**config.mk**
```make
export PLATFORM = sky130hd
export DESIGN_NAME = gbts_ctrl
export DESIGN_NICKNAME = d
export VERILOG_FILES = /design/src/design/gbts_pkg.sv /design/src/design/gbts_ctrl.sv
export SDC_FILE = /design/constraint.sdc
export NUM_CORES = 1
export LEC_CHECK = 0
export ABC_AREA = 1
export BUFFER_PORTS_ARGS = -buffer_cell sky130_fd_sc_hd__buf_2
export CAP_MARGIN = 40
export CORE_AREA = 4 4 41 43
export CTS_CLUSTER_SIZE = 12
export DETAILED_ROUTE_END_ITERATION = 16
export DIE_AREA = 0 0 45 47
export GPL_ROUTABILITY_DRIVEN = 0
export GPL_TIMING_DRIVEN = 0
export HOLD_SLACK_MARGIN = 0.15
export PLACE_DENSITY_LB_ADDON = 0.15
export SETUP_SLACK_MARGIN = 0.2
export SLEW_MARGIN = 20
export SYNTH_ARGS = -nofsm -noshare
export SYNTH_HDL_FRONTEND = slang
export SYNTH_SLANG_ARGS = --single-unit
export TNS_END_PERCENT = 20
```
**constraint.sdc**
```tcl
create_clock -name i_clk -period 1.2 [get_ports i_clk]
set_clock_uncertainty 0.15 [all_clocks]
set_input_delay 0.18 -clock i_clk [delete_from_list [all_inputs] [get_ports i_clk]]
set_output_delay 0.18 -clock i_clk [all_outputs]
set_load 0.005 [all_outputs]
```
**src/design/gbts_pkg.sv**
```systemverilog
// Types, constants and item layouts of the gap buffer text store.
package gbts_pkg;

    localparam int CAPACITY    = 4096;
    localparam int ADDR_W      = $clog2(CAPACITY);
    localparam int LEN_W       = $clog2(CAPACITY + 1);
    localparam int UNIT_W      = 16;
    localparam int OP_W        = 2;
    localparam int ST_W        = 2;
    localparam int S_FIELDS_W  = OP_W + LEN_W + UNIT_W + LEN_W;
    localparam int S_TDATA_W   = ((S_FIELDS_W + 7) / 8) * 8;
    localparam int M_FIELDS_W  = UNIT_W + LEN_W + ST_W;
    localparam int M_TDATA_W   = ((M_FIELDS_W + 7) / 8) * 8;

    typedef enum logic [OP_W-1:0] {
        OP_INSERT = 2'd0,
        OP_REMOVE = 2'd1,
        OP_READ   = 2'd2,
        OP_CLEAR  = 2'd3
    } t_op;

    typedef enum logic [ST_W-1:0] {
        ST_DONE  = 2'd0,
        ST_FULL  = 2'd1,
        ST_RANGE = 2'd2
    } t_status;

    typedef enum logic [2:0] {
        S_IDLE,
        S_CHECK,
        S_SLIDE,
        S_MOVE_WR,
        S_RD_ISSUE,
        S_RD_CAPT,
        S_DONE
    } t_state;

    typedef struct packed {
        logic [S_TDATA_W-S_FIELDS_W-1:0] pad;
        logic [LEN_W-1:0]                count;
        logic [UNIT_W-1:0]               unit;
        logic [LEN_W-1:0]                offset;
        t_op                             operation;
    } t_s_item;

    typedef struct packed {
        logic [M_TDATA_W-M_FIELDS_W-1:0] pad;
        t_status                         status;
        logic [LEN_W-1:0]                content_length;
        logic [UNIT_W-1:0]               read_unit;
    } t_m_item;

    typedef struct packed {
        logic accept;
        logic check;
        logic clear;
        logic mv_rd;
        logic mv_wr;
        logic finish;
        logic rd_issue;
        logic rd_capture;
        logic load_out;
    } t_dp_cmd;

    typedef struct packed {
        t_op  op;
        logic chk_ok;
        logic count_zero;
        logic at_target;
        logic out_free;
    } t_dp_stat;

endpackage

```
**src/design/gbts_ctrl.sv**
```systemverilog
// Controller state machine sequencing checks, gap slides, reads and result loads.
module gbts_ctrl (
    input  logic              i_clk,
    input  logic              i_rst_n,
    input  logic              i_s_valid,
    input  gbts_pkg::t_dp_stat i_stat,
    output gbts_pkg::t_dp_cmd  o_cmd,
    output logic              o_s_ready
);
    import gbts_pkg::*;

    t_state r_state;
    t_state n_state;

    always_ff @(posedge i_clk) begin
        if (!i_rst_n) begin
            r_state <= S_IDLE;
        end else begin
            r_state <= n_state;
        end
    end

    always_comb begin
        n_state = r_state;
        case (r_state)
            S_IDLE: begin
                if (i_s_valid) begin
                    n_state = S_CHECK;
                end
            end
            S_CHECK: begin
                if (!i_stat.chk_ok) begin
                    n_state = S_DONE;
                end else begin
                    case (i_stat.op)
                        OP_INSERT: n_state = S_SLIDE;
                        OP_REMOVE: n_state = i_stat.count_zero ? S_DONE : S_SLIDE;
                        OP_READ:   n_state = S_RD_ISSUE;
                        default:   n_state = S_DONE;
                    endcase
                end
            end
            S_SLIDE:    n_state = i_stat.at_target ? S_DONE : S_MOVE_WR;
            S_MOVE_WR:  n_state = S_SLIDE;
            S_RD_ISSUE: n_state = S_RD_CAPT;
            S_RD_CAPT:  n_state = S_DONE;
            S_DONE: begin
                if (i_stat.out_free) begin
                    n_state = S_IDLE;
                end
            end
            default:    n_state = S_IDLE;
        endcase
    end

    always_comb begin
        o_cmd     = '0;
        o_s_ready = 1'b0;
        case (r_state)
            S_IDLE: begin
                o_s_ready    = 1'b1;
                o_cmd.accept = i_s_valid;
            end
            S_CHECK: begin
                o_cmd.check = 1'b1;
                o_cmd.clear = i_stat.chk_ok && (i_stat.op == OP_CLEAR);
            end
            S_SLIDE: begin
                o_cmd.finish = i_stat.at_target;
                o_cmd.mv_rd  = !i_stat.at_target;
            end
            S_MOVE_WR:  o_cmd.mv_wr      = 1'b1;
            S_RD_ISSUE: o_cmd.rd_issue   = 1'b1;
            S_RD_CAPT:  o_cmd.rd_capture = 1'b1;
            S_DONE:     o_cmd.load_out   = i_stat.out_free;
            default:    o_cmd            = '0;
        endcase
    end

endmodule

```
Yosys cells after proc, flatten, opt, wreduce, memory -nomap -nowiden
Index checks and enable logic that the tools add are counted. Widths: inputs -> output; s select.

Output and inout port bits: 10. Flip-flop bits (word level): 3. Word-level logic and storage cells: 33.

Reductions and logical operators: 5. Muxes and demuxes: 16. Equality and inequality tests: 11.

Operators with widths (number): $pmux 3 s7 (1); $mux 3 (5); $eq 3x3->1 const B (3); $pmux 3 s3 (1); $mux 1 (8); $eq 3x2->1 const B (2); $eq 2x2->1 const B (2); $ne 2x2->1 const B (2); $eq 3x1->1 const B (1); $logic_not 3->1 (1); $eq 2x1->1 const B (1); $logic_not 2->1 (1); $mux 2 (1); $reduce_and 2->1 (1); $logic_and 1x1->1 (1); $logic_not 1->1 (1).

Longest topological paths before layout
Depth after elaboration: 4. Mapped depth: 7. Depth with buffers taken out: 7.

Least setup slack after synthesis
No wires, ideal clock.

Path kind: reg-to-output. Start: reg r_state[2]. End: out o_cmd[0] (netlist name). Arrival time: 791 ps. Path buffers: 1. Cell stages (with the launch flop): 4. Setup slack: 79 ps. Cells stage by stage: dfxtp_1 > buf_6 > clkinv_2 > nor4_1.

RTL lines: start, declared (RTL line gbts_ctrl.sv:12) `t_state r_state;`; start signal, assigned (RTL line gbts_ctrl.sv:19) `r_state <= n_state;`; end, declared (RTL line gbts_ctrl.sv:7) `output gbts_pkg::t_dp_cmd o_cmd,`.

==> run summary <==
status = complete, but fails checks
violated checks = setup timing
crit start category = flip-flop
Clock Path Buffers = 2
Cell Pwr Density = 1734 mW/mm2
layout cells sized above 1 = 0.5429
Initial DRT Pass Iterations = 3
Post-DP Area = 404.1 um2
min-delay src = i_stat[0]
CTS tree = yes
worst reg2reg startpoint = r_state[2]
core box area = 0.001301 mm2
Hold Path Cell Cnt = 4
FMAX = 0.7133 GHz
slowest cell on the critical path = dfxtp_1
diodes inserted = 0
Vias/cell = 4.176
synthesized area = 267.8 um2
Regs by FF count = r_state x3
CTS root buffer = clkbuf_4
DIE AREA = 0.002115 mm2
WHS = 97.48 ps
Slew Limit Fails = 0
initial DRC count = 4
Fillers = 146
initial antenna violation count = 0
adder-cell share of the synthesized area = 0
Hold Crit Class = in -> reg
final global-route overflow total = 0
Final TNS setup = -1602 ps
Critical Path RT = 870 ps
Seq/Total Area, Yosys = 0.2243
critical path, cell by cell = buf_6, clkinv_8, nand2_8, nor3_4, buf_2
Place WS = 28.94 ps
kind of end point of the critical path = output pin
clk slew on worst S/H paths = 30 ps
design area = 504.2 um2
critical setup path kind = reg -> out
Worst Tran Pin Value = 203.7 ps
Tcrit/Tclk final = 1.168
via count = 355
H-tree level count = 1
final antenna-violating net count = 0
max reg flops = 3
syn_nets = 54
Reg2Reg Setup Slack = 70 ps
Tmin final = 1402 ps
FP Rows = 13
final count of hold timing violations = 0
Synth Warn # = 0
Post-Synth XOR/XNOR Area = 0
Residual DRC = 0
largest family of logic cells by synthesized area = simple AND/OR/NAND/NOR gates
Layout Cells excl Fill = 85
post-synthesis mux area share = 0
Hold Path Sink = r_state[2]
Reg area = 65.06 um2
clk sinks = 3
starting density of the core = 0.2058
most frequent cells in the layout = 18 x buf_2, 9 x nand2_1, 6 x nor2_1, 6 x inv_1, 3 x clkbuf_4
Post-CTS Hold Buffers = 1
CP arrival = 1070 ps
Synth Instances = 45
DRT Wirelength = 796 um
Buf/Inv on CP = 3
commonest non-fill, non-tap cell in the layout = buf_2
worst-path maximum fanout = 6
Final Net Count = 80
first-pass GRT wire length = 1.228 mm
R2R cell count = 7
WL per Instance = 9.365 um
Layout area overhead = 88.32%
post-synthesis compound-gate area fraction = 0.06542
vias in the first global route = 317
io pins = 19
library cells used by synthesis = 17
crit path setup slack, layout = -202.0 ps
HPWL Detailed = 603.2 um
syn_area_per_cell = 5.950 um2
Seq cells post-synth = 3
max cap viols = 0
Biggest register = r_state
clk_lat worst skew = 230 ps
GRT Overall Usage = 0.08689
DIE HEIGHT = 47 um
maximum VDD drop = 0.0005886 V
pin count of the biggest net entering global routing = 7
Final Util = 0.3875
Post-Synth Simple-Gate Area = 0.5234
Die X = 45 um
post-placement cell count = 78
reg2reg end = r_state[1]
Top delay family on crit path = buffers and inverters
RSZ-0062 raised after global routing = true
area of the multi-input gates = 215.2 um2
Port-buffer cells = 18
PnR Total Power = 0.8741 mW
Static Leak = 0.2746 nW
relative slew slack = 0.8642
final setup vio count = 10
critical path's largest stage delay = 290 ps
CTS Buf Count = 3
-- timing repair --
| item | CTS | global route |
|---|---|---|
| resized for setup | 4 | 6 |
| setup endpoints to repair | 13 | 13 |
| buffers inserted | 1 | 1 |
| endpoints found under the hold margin | 3 | 1 |
| pin swaps | 1 | 3 |
-- logic make-up after synthesis --
kind of cell           count (synthesis)
DFF                                    3
AOI/OAI and AO/OA                      3
buffers and inverters                 11
and+or+nand+nor                       28
-- worst min-delay path, delay by kind of cell --
| kind | cells | cell delay (ps) |
|---|---|---|
| buffers and inverters | 1 | 80 |
| and+or+nand+nor | 2 | 90 |
| AOI/OAI and AO/OA | 1 | 70 |
-- cells in the mapped netlist (all sizes together) --
cell type / number / area share
nor3: 2 / 0.056
nor2: 8 / 0.14
dfxtp: 3 / 0.22
nand3: 2 / 0.037
o21ai: 1 / 0.019
nand4: 2 / 0.047
buf: 1 / 0.042
nor4: 2 / 0.047
inv: 9 / 0.13
o211ai: 1 / 0.028
a21oi: 1 / 0.019
clkinv: 1 / 0.019
nand2: 12 / 0.20
-- area by class of cell --
type	count	area share
Tap cell	15	0.03722
Timing Repair Buffer	21	0.2283
Clock buffer	4	0.05211
Buffer	1	0.02233
Inverter	10	0.1042
Multi-Input combinational cell	31	0.4268
Sequential cell	3	0.1290
-- layer usage --
metal  vias up  global-route usage  share of wire
met5         -                   0              0
met3         0             0.04598          0.090
met1       153             0.08182           0.43
met4         0             0.07018              0
met2        11              0.1412           0.48
li1        191                   -              -
-- power breakdown --
part | leakage, nW | internal [mW] | switching, mW
logic | 0.234 | 0.215 | 0.282
registers | 0.0258 | 0.138 | 0.0608
clock network | 0.0150 | 0.125 | 0.0530
-- worst max-delay path by stage --
stage | start | end | cells past startpoint
after floorplan | r_state[2] | r_state[0] | 6
after global placement | r_state[2] | o_cmd[5] | 5
after detailed placement | r_state[2] | o_cmd[5] | 5
after CTS | r_state[2] | o_cmd[5] | 5
after global routing | r_state[2] | o_cmd[5] | 5
final | r_state[2] | o_cmd[5] | 5
Note: power is estimated with default switching activity, not from simulation.
